**config.mk**
```make
export PLATFORM = sky130hd
export DESIGN_NAME = scaled_sprite_run_blitter
export DESIGN_NICKNAME = d
export VERILOG_FILES = /design/src/sv/ssrb_pkg.sv /design/src/sv/ssrb_div.sv /design/src/sv/ssrb_dp.sv /design/src/sv/ssrb_ctrl.sv /design/src/sv/scaled_sprite_run_blitter.sv
export SDC_FILE = /design/constraint.sdc
export NUM_CORES = 1
export LEC_CHECK = 0
export ABC_AREA = 1
export BUFFER_PORTS_ARGS = -buffer_cell sky130_fd_sc_hd__buf_2
export CAP_MARGIN = 20
export CORE_MARGIN = 2
export CORE_UTILIZATION = 50
export DETAILED_ROUTE_END_ITERATION = 6
export PLACE_DENSITY = 0.7
export SLEW_MARGIN = 20
export SYNTH_ARGS = -nofsm -noshare
export SYNTH_HDL_FRONTEND = slang
export SYNTH_SLANG_ARGS = --single-unit
```
**constraint.sdc**
```tcl
create_clock -name clk -period 5.5 [get_ports clk]
set_clock_uncertainty 0.1 [all_clocks]
set_input_delay 1.1 -clock clk [delete_from_list [all_inputs] [get_ports clk]]
set_output_delay 1.1 -clock clk [all_outputs]
set_load 0.01 [all_outputs]
```
**src/sv/ssrb_pkg.sv**
```systemverilog
// shared types, register indexes and colour widening for the scaled sprite run blitter
// no dependencies; imported by ssrb_dp, ssrb_ctrl and the top level
package ssrb_pkg;

  localparam int SPAN_W     = 11;
  localparam int COORD_W    = 12;
  localparam int OUT_XY_W   = 13;
  localparam int SIZE_W     = 11;
  localparam int PIX_W      = 16;
  localparam int RGB_W      = 24;
  localparam int SRC_DIM_W  = 7;
  localparam int CFG_IDX_W  = 3;
  localparam int CFG_DATA_W = 12;

  // configuration register indexes
  localparam logic [CFG_IDX_W-1:0] REG_DEST_LEFT   = 3'd0;
  localparam logic [CFG_IDX_W-1:0] REG_DEST_TOP    = 3'd1;
  localparam logic [CFG_IDX_W-1:0] REG_DEST_SPAN_X = 3'd2;
  localparam logic [CFG_IDX_W-1:0] REG_DEST_SPAN_Y = 3'd3;
  localparam logic [CFG_IDX_W-1:0] REG_SRC_COLS    = 3'd4;
  localparam logic [CFG_IDX_W-1:0] REG_SRC_ROWS    = 3'd5;

  // which scaled edge the shared divider is working on
  typedef logic [2:0] op_t;
  localparam op_t OP_TOP   = 3'd0;  // row
  localparam op_t OP_BOT   = 3'd1;  // row + 1
  localparam op_t OP_START = 3'd2;  // open run's first column
  localparam op_t OP_COL   = 3'd3;  // current column
  localparam op_t OP_COL1  = 3'd4;  // current column + 1

  typedef enum logic [4:0] {
    S_IDLE   = 5'b00001,
    S_LOAD   = 5'b00010,
    S_DIV    = 5'b00100,
    S_EMIT_A = 5'b01000,
    S_EMIT_B = 5'b10000
  } state_t;

  typedef struct packed {
    logic take;    // capture the accepted pixel
    logic load;    // form dividend and start a division
    logic step;    // one radix-4 divider step
    logic store;   // keep the finished quotient
    op_t  op;
    logic emit_a;  // load output with the run closed by a colour change
    logic emit_b;  // load output with the run ended by the row end
    logic update;  // advance counters and run state
  } dp_cmd_t;

  typedef struct packed {
    logic vis_a;
    logic vis_b;
    logic out_free;
  } dp_sts_t;

  // x*255/31 = 8x + floor(7x/31), the small quotient by reciprocal
  function automatic logic [7:0] widen5(logic [4:0] x);
    logic [8:0] y;
    logic [8:0] s;
    y = {1'b0, x, 3'b000} - {4'b0000, x};
    s = y + (y >> 5) + 9'd1;
    return {x, 3'b000} + {5'b00000, s[7:5]};
  endfunction

  // x*255/63 = 4x + floor(x/21)
  function automatic logic [7:0] widen6(logic [5:0] x);
    logic [1:0] k;
    if (x >= 6'd63) k = 2'd3;
    else if (x >= 6'd42) k = 2'd2;
    else if (x >= 6'd21) k = 2'd1;
    else k = 2'd0;
    return {x, 2'b00} + {6'b000000, k};
  endfunction

  function automatic logic [RGB_W-1:0] widen565(logic [PIX_W-1:0] c);
    return {widen5(c[15:11]), widen6(c[10:5]), widen5(c[4:0])};
  endfunction

endpackage

```
**src/sv/ssrb_div.sv**
```systemverilog
// iterative restoring divider, two quotient bits per cycle while step is high
// standalone; used by ssrb_dp for the scaled edge positions
module ssrb_div #(
  parameter int CW = 7,
  parameter int DW = 18
) (
  input  logic          clk,
  input  logic          load,
  input  logic          step,
  input  logic [DW-1:0] dividend,
  input  logic [CW-1:0] divisor,
  output logic [DW-1:0] quo_nxt
);

  localparam int STEPS = (DW + 1) / 2;
  localparam int DWP   = 2 * STEPS;

  logic [DWP-1:0] dvd_r;
  logic [DWP-1:0] quo_r;
  logic [CW-1:0]  rem_r;
  logic [CW-1:0]  dsr_r;

  logic [CW:0]    t1, t2;
  logic           ge1, ge2;
  logic [CW-1:0]  r1, r2;
  logic [DWP-1:0] quo_full;

  always_comb begin
    t1  = {rem_r, dvd_r[DWP-1]};
    ge1 = t1 >= {1'b0, dsr_r};
    r1  = ge1 ? CW'(t1 - {1'b0, dsr_r}) : CW'(t1);
    t2  = {r1, dvd_r[DWP-2]};
    ge2 = t2 >= {1'b0, dsr_r};
    r2  = ge2 ? CW'(t2 - {1'b0, dsr_r}) : CW'(t2);
    quo_full = {quo_r[DWP-3:0], ge1, ge2};
  end

  assign quo_nxt = quo_full[DW-1:0];

  always_ff @(posedge clk) begin
    if (load) begin
      dvd_r <= DWP'(dividend);
      quo_r <= '0;
      rem_r <= '0;
      dsr_r <= divisor;
    end else if (step) begin
      dvd_r <= {dvd_r[DWP-3:0], 2'b00};
      quo_r <= quo_full;
      rem_r <= r2;
    end
  end

endmodule

```
**src/sv/ssrb_dp.sv**
```systemverilog
// datapath: configuration registers, sprite counters, run state, edge quotients
// and the output register; uses ssrb_pkg and ssrb_div
module ssrb_dp import ssrb_pkg::*; #(
  parameter int MAX_SPRITE_DIM = 64
) (
  input  logic                        clk,
  input  logic                        rst_n,
  input  dp_cmd_t                     cmd,
  output dp_sts_t                     sts,
  input  logic [PIX_W-1:0]            in_pixel_rgb565,
  input  logic                        cfg_we,
  input  logic [CFG_IDX_W-1:0]        cfg_index,
  input  logic [CFG_DATA_W-1:0]       cfg_data,
  output logic                        out_valid,
  input  logic                        out_stall,
  output logic signed [OUT_XY_W-1:0]  out_fill_x,
  output logic signed [OUT_XY_W-1:0]  out_fill_y,
  output logic [SIZE_W-1:0]           out_fill_w,
  output logic [SIZE_W-1:0]           out_fill_h,
  output logic [RGB_W-1:0]            out_fill_rgb,
  output logic                        out_last_in_burst
);

  localparam int NW = $clog2(MAX_SPRITE_DIM);
  localparam int CW = $clog2(MAX_SPRITE_DIM + 1);
  localparam int DW = CW + SPAN_W;

  // configuration
  logic signed [COORD_W-1:0] dest_left_r, dest_top_r;
  logic [SPAN_W-1:0]         span_x_r, span_y_r;
  logic [SRC_DIM_W-1:0]      src_cols_r, src_rows_r;

  // sprite walk state
  logic [NW-1:0]    col_count_r, row_count_r, run_start_r;
  logic [PIX_W-1:0] run_color_r;
  logic             run_open_r;
  logic [PIX_W-1:0] pix_r;

  // scaled edge quotients
  logic [DW-1:0] qt_r, qb_r, qs_r, qc_r, qc1_r;

  // output register
  logic                       out_valid_r;
  logic [OUT_XY_W-1:0]        fill_x_r, fill_y_r;
  logic [SIZE_W-1:0]          fill_w_r, fill_h_r;
  logic [RGB_W-1:0]           fill_rgb_r;
  logic                       last_r;

  logic [CW-1:0]     cols_eff, rows_eff;
  logic              col_last, row_last;
  logic [CW-1:0]     opnd, dsr;
  logic [SPAN_W-1:0] span;
  logic [DW-1:0]     dividend, quo_nxt;

  logic              open_new, h_pos, vis_a, vis_b, out_free;
  logic [PIX_W-1:0]  b_color;
  logic [DW-1:0]     b_q0;
  logic [OUT_XY_W-1:0] left_ext, top_ext;

  // source size clamped to 1..MAX_SPRITE_DIM
  always_comb begin
    if (src_cols_r == '0) cols_eff = CW'(1);
    else if (int'(src_cols_r) > MAX_SPRITE_DIM) cols_eff = CW'(MAX_SPRITE_DIM);
    else cols_eff = CW'(src_cols_r);
    if (src_rows_r == '0) rows_eff = CW'(1);
    else if (int'(src_rows_r) > MAX_SPRITE_DIM) rows_eff = CW'(MAX_SPRITE_DIM);
    else rows_eff = CW'(src_rows_r);
  end

  assign col_last = CW'(col_count_r) >= cols_eff - CW'(1);
  assign row_last = CW'(row_count_r) >= rows_eff - CW'(1);

  always_comb begin
    case (cmd.op)
      OP_TOP: begin
        opnd = CW'(row_count_r);
        span = span_y_r;
        dsr  = rows_eff;
      end
      OP_BOT: begin
        opnd = CW'(row_count_r) + CW'(1);
        span = span_y_r;
        dsr  = rows_eff;
      end
      OP_START: begin
        opnd = CW'(run_start_r);
        span = span_x_r;
        dsr  = cols_eff;
      end
      OP_COL: begin
        opnd = CW'(col_count_r);
        span = span_x_r;
        dsr  = cols_eff;
      end
      OP_COL1: begin
        opnd = CW'(col_count_r) + CW'(1);
        span = span_x_r;
        dsr  = cols_eff;
      end
      default: begin
        opnd = '0;
        span = span_x_r;
        dsr  = cols_eff;
      end
    endcase
  end

  // product is registered inside the divider on load
  assign dividend = DW'(opnd) * DW'(span);

  ssrb_div #(
    .CW (CW),
    .DW (DW)
  ) u_div (
    .clk      (clk),
    .load     (cmd.load),
    .step     (cmd.step),
    .dividend (dividend),
    .divisor  (dsr),
    .quo_nxt  (quo_nxt)
  );

  always_ff @(posedge clk) begin
    if (cmd.store) begin
      case (cmd.op)
        OP_TOP:   qt_r  <= quo_nxt;
        OP_BOT:   qb_r  <= quo_nxt;
        OP_START: qs_r  <= quo_nxt;
        OP_COL:   qc_r  <= quo_nxt;
        OP_COL1:  qc1_r <= quo_nxt;
        default: ;
      endcase
    end
    if (cmd.take) begin
      pix_r <= in_pixel_rgb565;
    end
  end

  // run closed by a colour change, and run closed by the row end
  always_comb begin
    open_new = !run_open_r || (pix_r != run_color_r);
    h_pos    = qb_r > qt_r;
    vis_a    = run_open_r && open_new && (run_color_r != '0) && (qc_r > qs_r) && h_pos;
    b_color  = open_new ? pix_r : run_color_r;
    b_q0     = open_new ? qc_r : qs_r;
    vis_b    = col_last && (b_color != '0) && (qc1_r > b_q0) && h_pos;
    left_ext = {dest_left_r[COORD_W-1], dest_left_r};
    top_ext  = {dest_top_r[COORD_W-1], dest_top_r};
  end

  assign out_free = !out_valid_r || !out_stall;
  assign sts.vis_a    = vis_a;
  assign sts.vis_b    = vis_b;
  assign sts.out_free = out_free;

  always_ff @(posedge clk) begin
    if (!rst_n) begin
      out_valid_r <= 1'b0;
    end else if (cmd.emit_a || cmd.emit_b) begin
      out_valid_r <= 1'b1;
    end else if (!out_stall) begin
      out_valid_r <= 1'b0;
    end
  end

  always_ff @(posedge clk) begin
    if (cmd.emit_a) begin
      fill_x_r   <= left_ext + OUT_XY_W'(qs_r);
      fill_w_r   <= SIZE_W'(qc_r - qs_r);
      fill_rgb_r <= widen565(run_color_r);
      last_r     <= !vis_b;
    end else if (cmd.emit_b) begin
      fill_x_r   <= left_ext + OUT_XY_W'(b_q0);
      fill_w_r   <= SIZE_W'(qc1_r - b_q0);
      fill_rgb_r <= widen565(b_color);
      last_r     <= 1'b1;
    end
    if (cmd.emit_a || cmd.emit_b) begin
      fill_y_r <= top_ext + OUT_XY_W'(qt_r);
      fill_h_r <= SIZE_W'(qb_r - qt_r);
    end
  end

  assign out_valid         = out_valid_r;
  assign out_fill_x        = fill_x_r;
  assign out_fill_y        = fill_y_r;
  assign out_fill_w        = fill_w_r;
  assign out_fill_h        = fill_h_r;
  assign out_fill_rgb      = fill_rgb_r;
  assign out_last_in_burst = last_r;

  // configuration writes
  always_ff @(posedge clk) begin
    if (!rst_n) begin
      dest_left_r <= '0;
      dest_top_r  <= '0;
      span_x_r    <= '0;
      span_y_r    <= '0;
      src_cols_r  <= SRC_DIM_W'(1);
      src_rows_r  <= SRC_DIM_W'(1);
    end else if (cfg_we) begin
      case (cfg_index)
        REG_DEST_LEFT:   dest_left_r <= cfg_data;
        REG_DEST_TOP:    dest_top_r  <= cfg_data;
        REG_DEST_SPAN_X: span_x_r    <= cfg_data[SPAN_W-1:0];
        REG_DEST_SPAN_Y: span_y_r    <= cfg_data[SPAN_W-1:0];
        REG_SRC_COLS:    src_cols_r  <= cfg_data[SRC_DIM_W-1:0];
        REG_SRC_ROWS:    src_rows_r  <= cfg_data[SRC_DIM_W-1:0];
        default: ;
      endcase
    end
  end

  // counters and run state advance when the pixel's last fill request is loaded, or when none is due
  always_ff @(posedge clk) begin
    if (!rst_n) begin
      col_count_r <= '0;
      row_count_r <= '0;
      run_start_r <= '0;
      run_color_r <= '0;
      run_open_r  <= 1'b0;
    end else if (cmd.update) begin
      if (open_new) begin
        run_start_r <= col_count_r;
        run_color_r <= pix_r;
      end
      run_open_r <= !col_last;
      if (col_last) begin
        col_count_r <= '0;
        row_count_r <= row_last ? '0 : row_count_r + NW'(1);
      end else begin
        col_count_r <= col_count_r + NW'(1);
      end
    end
  end

  a_no_overwrite: assert property (@(posedge clk) disable iff (!rst_n)
    (cmd.emit_a || cmd.emit_b) |-> (!out_valid_r || !out_stall))
    else $error("output register loaded while a request waits");

  // height is masked to its field and may wrap to zero after a size change
  a_nonempty_fill: assert property (@(posedge clk) disable iff (!rst_n)
    out_valid_r |-> (fill_h_r != '0))
    else $error("fill rectangle of zero height presented");

  a_run_start_order: assert property (@(posedge clk) disable iff (!rst_n)
    run_open_r |-> (run_start_r <= col_count_r))
    else $error("open run starts after the current column");

endmodule

```
**src/sv/ssrb_ctrl.sv**
```systemverilog
// controller: sequences five divisions per pixel, then up to two fill requests
// uses ssrb_pkg; drives the ssrb_dp command bundle
module ssrb_ctrl import ssrb_pkg::*; #(
  parameter int MAX_SPRITE_DIM = 64
) (
  input  logic    clk,
  input  logic    rst_n,
  input  logic    in_valid,
  output logic    in_stall,
  output dp_cmd_t cmd,
  input  dp_sts_t sts
);

  localparam int CW    = $clog2(MAX_SPRITE_DIM + 1);
  localparam int DW    = CW + SPAN_W;
  localparam int STEPS = (DW + 1) / 2;
  localparam int SCW   = $clog2(STEPS);

  state_t         state_r, state_nxt;
  op_t            op_r, op_nxt;
  logic [SCW-1:0] step_r, step_nxt;

  always_comb begin
    cmd       = '0;
    cmd.op    = op_r;
    state_nxt = state_r;
    op_nxt    = op_r;
    step_nxt  = step_r;
    case (state_r)
      S_IDLE: begin
        if (in_valid) begin
          cmd.take  = 1'b1;
          op_nxt    = OP_TOP;
          state_nxt = S_LOAD;
        end
      end
      S_LOAD: begin
        cmd.load  = 1'b1;
        step_nxt  = '0;
        state_nxt = S_DIV;
      end
      S_DIV: begin
        cmd.step = 1'b1;
        if (step_r == SCW'(STEPS - 1)) begin
          cmd.store = 1'b1;
          state_nxt = S_LOAD;
          case (op_r)
            OP_TOP:   op_nxt = OP_BOT;
            OP_BOT:   op_nxt = OP_START;
            OP_START: op_nxt = OP_COL;
            OP_COL:   op_nxt = OP_COL1;
            default:  state_nxt = S_EMIT_A;
          endcase
        end else begin
          step_nxt = step_r + SCW'(1);
        end
      end
      S_EMIT_A: begin
        if (!sts.vis_a) begin
          state_nxt = S_EMIT_B;
        end else if (sts.out_free) begin
          cmd.emit_a = 1'b1;
          state_nxt  = S_EMIT_B;
        end
      end
      S_EMIT_B: begin
        if (!sts.vis_b) begin
          cmd.update = 1'b1;
          state_nxt  = S_IDLE;
        end else if (sts.out_free) begin
          cmd.emit_b = 1'b1;
          cmd.update = 1'b1;
          state_nxt  = S_IDLE;
        end
      end
      default: begin
        state_nxt = S_IDLE;
      end
    endcase
  end

  assign in_stall = (state_r != S_IDLE);

  always_ff @(posedge clk) begin
    if (!rst_n) begin
      state_r <= S_IDLE;
      op_r    <= OP_TOP;
      step_r  <= '0;
    end else begin
      state_r <= state_nxt;
      op_r    <= op_nxt;
      step_r  <= step_nxt;
    end
  end

endmodule

```
**src/sv/scaled_sprite_run_blitter.sv**
```systemverilog
// Scaled sprite run blitter. Takes RGB565 sprite pixels in raster order and
// turns each horizontal run of equal colour into one fill rectangle on the
// destination, with edges at dest + index*span/size and the colour widened to
// RGB888; colour zero and empty rectangles give nothing, and one pixel gives at
// most two requests, the last one flagged. A pixel is taken only while the
// block is idle, and the block is ready for the next once the five scaled
// edges (row, row + 1, run start, column, column + 1) have gone one after
// another through a single radix-4 divider, a load and S steps each, with
// S = ceil((clog2(MAX_SPRITE_DIM+1) + 11) / 2), and its requests have been
// loaded into the output register, which waits on a stalled output. A request
// waiting in the output register does not block acceptance of the next pixel.
// Configuration is taken at any cycle and must only change while idle.
// depends on ssrb_pkg, ssrb_ctrl, ssrb_dp
module scaled_sprite_run_blitter import ssrb_pkg::*; #(
  parameter int MAX_SPRITE_DIM = 64
) (
  input  logic                       clk,
  input  logic                       rst_n,
  input  logic                       in_valid,
  output logic                       in_stall,
  input  logic [PIX_W-1:0]           in_pixel_rgb565,
  output logic                       out_valid,
  input  logic                       out_stall,
  output logic signed [OUT_XY_W-1:0] out_fill_x,
  output logic signed [OUT_XY_W-1:0] out_fill_y,
  output logic [SIZE_W-1:0]          out_fill_w,
  output logic [SIZE_W-1:0]          out_fill_h,
  output logic [RGB_W-1:0]           out_fill_rgb,
  output logic                       out_last_in_burst,
  input  logic                       cfg_valid,
  output logic                       cfg_ready,
  input  logic [CFG_IDX_W-1:0]       cfg_index,
  input  logic [CFG_DATA_W-1:0]      cfg_data
);

  dp_cmd_t cmd;
  dp_sts_t sts;
  logic    cfg_we;

  assign cfg_ready = 1'b1;
  assign cfg_we    = cfg_valid && cfg_ready;

  ssrb_ctrl #(
    .MAX_SPRITE_DIM (MAX_SPRITE_DIM)
  ) u_ctrl (
    .clk      (clk),
    .rst_n    (rst_n),
    .in_valid (in_valid),
    .in_stall (in_stall),
    .cmd      (cmd),
    .sts      (sts)
  );

  ssrb_dp #(
    .MAX_SPRITE_DIM (MAX_SPRITE_DIM)
  ) u_dp (
    .clk               (clk),
    .rst_n             (rst_n),
    .cmd               (cmd),
    .sts               (sts),
    .in_pixel_rgb565   (in_pixel_rgb565),
    .cfg_we            (cfg_we),
    .cfg_index         (cfg_index),
    .cfg_data          (cfg_data),
    .out_valid         (out_valid),
    .out_stall         (out_stall),
    .out_fill_x        (out_fill_x),
    .out_fill_y        (out_fill_y),
    .out_fill_w        (out_fill_w),
    .out_fill_h        (out_fill_h),
    .out_fill_rgb      (out_fill_rgb),
    .out_last_in_burst (out_last_in_burst)
  );

endmodule
```
; ---- Word-level counts from Yosys, hierarchy flattened
; Cells that the tools add are included.
[word_totals]
out_inout_bits = 76
reg_bits = 335
in_bits = 36
[classes]
multipliers = 1
n_reduce_logical = 43
add_sub_neg = 33
eq_ne = 24
muxes = 60
order_cmp = 15
[ops]
columns = operator, count
row1 = $gt A18 B18 Y1, 3
row2 = $mux W18, 3
row3 = $mux W7, 7
row4 = $mux W24, 2
row5 = $add A13 B13 Y13, 3
row6 = $sub A8 B5 Y9, 4
row7 = $pmux W7 S5, 1
row8 = $mux W11, 3
row9 = $sub A11 B11 Y11, 3
row10 = $add A8 B1 Y8 const B, 4
row11 = $add A8 B3 Y8, 4
row12 = $add A8 B4 Y8, 4
row13 = $reduce_bool A16 Y1, 2
row14 = $mux W5, 6
row15 = $reduce_and A2 Y1, 14
row16 = $mux W13, 2
row17 = $pmux W5 S5, 1
row18 = $ge A6 B6 Y1 const B, 4
row19 = $mux W2, 10
row20 = $mul A7 B11 Y18, 1
row21 = $add A8 B2 Y8, 2
row22 = $ge A8 B7 Y1, 2
row23 = $mux W16, 1
row24 = $ne A16 B16 Y1, 1
row25 = 37 further kinds, 89

; ---- Logic depth before layout (Yosys ltp)
[logic_depth]
ltp_word = 15
mapped_depth = 34
ltp_nobuf = 34

; ---- Hierarchy
; Synthesis repeated with hierarchy kept, for this count alone.
[hier_totals]
hier_cells = 2560
hier_area_um2 = 21358.0
[by_module_without_submodules]
columns = module, cells_each, n_inst, area_each_um2, seq_area_each_um2
row1 = ssrb_dp, 2125, 1, 17987.3, 7297.0
row2 = ssrb_div, 320, 1, 2631.3, 1211.2
row3 = ssrb_ctrl, 113, 1, 728.2, 240.2
row4 = scaled_sprite_run_blitter, 2, 1, 11.3, 0.0

; ---- Least setup slack after synthesis
; OpenSTA, ideal clock, no wires.
[synth_path]
kind = reg-to-reg
from = register u_ctrl.op_r[1]
to = register u_dp.u_div.dvd_r[17], data pin
required_ps = 5145
arrival_time_ps = 5291
n_path_buf = 1
slack_ps = -146
path_stages_with_launch = 34
cell_sequence = dfxtp_1 > inv_2 > nand3_2 > buf_6 > nand2_1 > o21ai_2 > ha_1 > inv_1 > nor2_1 > inv_1 > nor2_1 > a21oi_1 > o21ai_0 > nand2_1 > inv_1 > nor2_1 > fa_1 > inv_1 > fa_1 > inv_1 > fa_1 > inv_1 > fa_1 > inv_1 > ha_1 > inv_1 > o21ai_0 > a31oi_1 > nand3_1 > nand3_1 > nand3_1 > or2_2 > nand3_1 > nand2_1
[synth_via]
elab_chain_len = 5
word_cells_on_any_way = 10
cone_classes = mul (1) / eq/ne (4) / mux (3) / reduce/logical (2)
[synth_lines]
columns = element, line_no
row1 = "start, declared", ssrb_ctrl.sv:20  ; op_t op_r, op_nxt;
row2 = "start signal, assigned", ssrb_ctrl.sv:91  ; op_r <= op_nxt;
row3 = $eq A3 B1 Y1 or $logic_not A3 Y1 (tied branches), ssrb_dp.sv:74  ; case (cmd.op)
row4 = $reduce_or A2 Y1 (no source line), -
row5 = $mux W11, ssrb_dp.sv:74
row6 = $mul A7 B11 Y18 (*), ssrb_dp.sv:109  ; assign dividend = DW'(opnd) * DW'(span);
row7 = $mux W18 (*), ssrb_div.sv:41  ; if (load) begin
row8 = "end signal, assigned", ssrb_div.sv:42  ; dvd_r <= DWP'(dividend);
row9 = "end signal, assigned", ssrb_div.sv:47  ; dvd_r <= {dvd_r[DWP-3:0], 2'b00};
row10 = "end, declared", ssrb_div.sv:18  ; logic [DWP-1:0] dvd_r;
; Every way passes the cells marked *; elsewhere a longest branch is shown, timed or not.
; A chain may end at the register's enable or synchronous reset.

; ---- Final worst setup path
[layout_path]
from = register u_ctrl.op_r[0]
to = register u_dp.u_div.dvd_r[15], data pin
; The elaborated chain is that of the path after synthesis.

==> impl_metrics.tcl <==
set metrics [dict create \
    outcome "finished, violations left" \
    violations "setup timing" \
    viasPerCell 5.385 \
    final_cells 3334 \
    ys_ff_latch 335 \
    placementRows 75 \
    initial_core_util 0.5063 \
    worstPathMaxFanout 6 \
    hold_depth 2 \
    worst-slew-pin-transition_ps 1041 \
    period_share 1.003 \
    portBuffers 110 \
    syn_avg_cell_area_um2 8.330 \
    grt_pass1_wl_mm 89.36 \
    die_area_um2 44040 \
    drc 0 \
    fill_cells 3624 \
    synthArstFlopShare 0 \
    synth_area_leader_cell "edfxtp_1" \
    clock.fmax_mhz 181.4 \
    ir_drop_mv 0.2225 \
    cts_buffers 38 \
    multi_input_area_um2 11130 \
    antenna_found_initial 0 \
    die_x_um 209.9 \
    grt_overflow 0 \
    gp_congestion 0.9286 \
    yosys-top-cells-count "nand2_1 (469), inv_1 (377), nor2_1 (317)" \
    hold_viol_final 0 \
    netlist.area_leader.share 0.2891 \
    required_ps 5810 \
    p_per_area_nw_per_um2 301.4 \
    end_kind "flop" \
    dr.first_iter.drc_count 1171 \
    min_path_type "flop to flop" \
    seq_area_um2 8752 \
    insertion_delay_ps 570 \
    yosysSeqAreaShare 0.4128 \
    setup_slack_ps -13.97 \
    path_class "flop to flop" \
    vias 17952 \
    yosysWarnings 0 \
    antenna_cells 0 \
    fin_crit_ps 5514 \
    syn2layout_area_growth_pct 17.51 \
    max_stage_delay_ps 530 \
    synth-edff-count 204 \
    cts_tree "done" \
    p_leak_nw 11.38 \
    syn_area_um2 21190 \
    routedWlPerCell_um 16.78 \
    synth_ff_type "edfxtp_1" \
    cp-start-kind "flop" \
    clk_pin_slew_ps 60 \
    root_buffer "clkbuf_16" \
    drive_gt1_frac 0.1564 \
    core-area_um2 41850 \
    cts.htree.levels 2 \
    critical_path_arrival_ps 5820 \
    syn_inst 2544 \
    dp_cells 3248 \
    ant_nets 0 \
    synthTopCellsByArea "edfxtp_1 (29%), dfxtp_1 (12%), ha_1 (10%), nand2_1 (8.3%), inv_1 (6.7%)" \
    dp_hpwl_mm 42.34 \
    cts_sinks 335 \
    synth_cell_types 56 \
    ctsLongestPathBuffers 3 \
    cts_hold_buf 0 \
    die_y_um 209.9 \
    grt_max_degree 69 \
    ff2ff_path_depth 30 \
    maxCapViolations 0 \
    first_pass_iters 6 \
    synth_nets 2802 \
    rsz0062_at_grt "true" \
    finalSetupViolCount 1 \
    grt.total_usage 0.2541 \
    final_nets 3025 \
    slowest_stage "fa_1" \
    max_slew_margin 0.3035 \
    setup_tns_ps -13.97 \
    p_total_mw 7.505 \
    grt_pass1_vias 17511 \
    synth_most_common_cell "nand2_1" \
    slew_violations 0 \
    wirelength_mm 55.93 \
    ios 112 \
]
==> through the flow <==
stage / setup WS [ps] / area (um^2) / util / hold slack (ps)
after floorplan: 4.557 / 21210 / - / 324.5
after global placement: -215.3 / 23030 / 0.5503 / 334.3
after detailed placement: -319.7 / 23030 / 0.5503 / 345.4
after CTS: -70.16 / 24570 / 0.5871 / 354.6
after global routing: -256.7 / 24900 / 0.5950 / 371.4
final: -13.97 / 24900 / 0.5950 / 355.4
==> power by group <==
| group | internal [mW] | switching, mW | total [mW] |
|---|---|---|---|
| Combinational | 0.597 | 1.13 | 1.73 |
| Clock | 1.59 | 1.06 | 2.65 |
| Sequential | 2.94 | 0.182 | 3.12 |
==> placed cells by master (no fill, tap or decap), types with 23 or more instances in the layout <==
master | Yosys | routed
xnor2_1 | 48 | 48
nand4_1 | 46 | 46
inv_2 | 8 | 23
ha_1 | 171 | 160
nand2_1 | 469 | 458
nor3_1 | 28 | 25
clkbuf_16 | 0 | 39
nor2_1 | 317 | 299
buf_2 | 13 | 110
o21ai_0 | 204 | 193
buf_4 | 4 | 128
inv_1 | 377 | 359
edfxtp_1 | 204 | 204
a21oi_1 | 138 | 129
nand3_1 | 81 | 76
dfxtp_1 | 131 | 128
fa_1 | 51 | 51
xor2_1 | 61 | 60
o21ai_1 | 19 | 24
==> layout make-up <==
cell class	instances	share of cell area
clock buffer	56	0.04457
inverter	386	0.05849
clock inverter	12	0.007286
multi-input combinational	1762	0.4470
sequential	335	0.3515
timing repair buffer	244	0.06411
tap	539	0.02708
==> registers in the layout, summed over array words and instances, names as in the netlist, 18 cells and up <==
signal             flops
u_dp.out_fill_rgb     24
u_dp.qb_r             18
u_dp.qc1_r            18
u_dp.qc_r             18
u_dp.qs_r             18
u_dp.qt_r             18
u_dp.u_div.dvd_r      18
==> path summary, 6_finish.rpt <==
path	startpoint	endpoint	slack, ps
setup / recovery	u_ctrl.op_r[0]	u_dp.u_div.dvd_r[15]	-10
hold / removal	u_dp.span_x_r[8]	u_dp.span_x_r[8]	360
setup reg to reg	u_ctrl.op_r[0]	u_dp.u_div.dvd_r[15]	-10
hold reg to reg	u_dp.span_x_r[8]	u_dp.span_x_r[8]	360
==> critical path: cells and delay by family, from the launching register on <==
kind                     cells  cell delay, ps
adder cells (fa/ha/maj)      5            2260
AND/OR/NAND/NOR             13            1300
buffers and inverters        8             650
AO/OA/AOI/OAI                3             590
flip-flops                   1             320
XOR/XNOR                     1             140
==> cells by family (layout without fill, tap and decap cells) <==
group,after synthesis,in the layout,synth area share
buf+inv,447,698,0.08320
simple gates,990,990,0.1970
mux,2,2,0.0009448
compound gates,438,438,0.1117
fa+ha+maj,222,222,0.1491
xor+xnor,109,109,0.04505
other cells,1,1,0.0001770
flops,335,335,0.4128
==> repair_timing <==
action                                  4_1_cts  5_1_grt
gates cloned                                  0        0
setup buffers                                14        4
pin swaps                                    23       41
endpoints found under the setup margin        9       12
gates resized for setup                      40       78
==> layer usage <==
layer  share of wire  GRT usage  up-vias  wire (um)
met5               0          0        -          0
met3           0.050    0.03217      104       2797
met4           0.029    0.07973        0       1596
li1                -          -     8843          -
met1            0.44     0.3358     8512      24380
met2            0.49     0.4354      493      27160
Power figures use the tool's default switching activity.
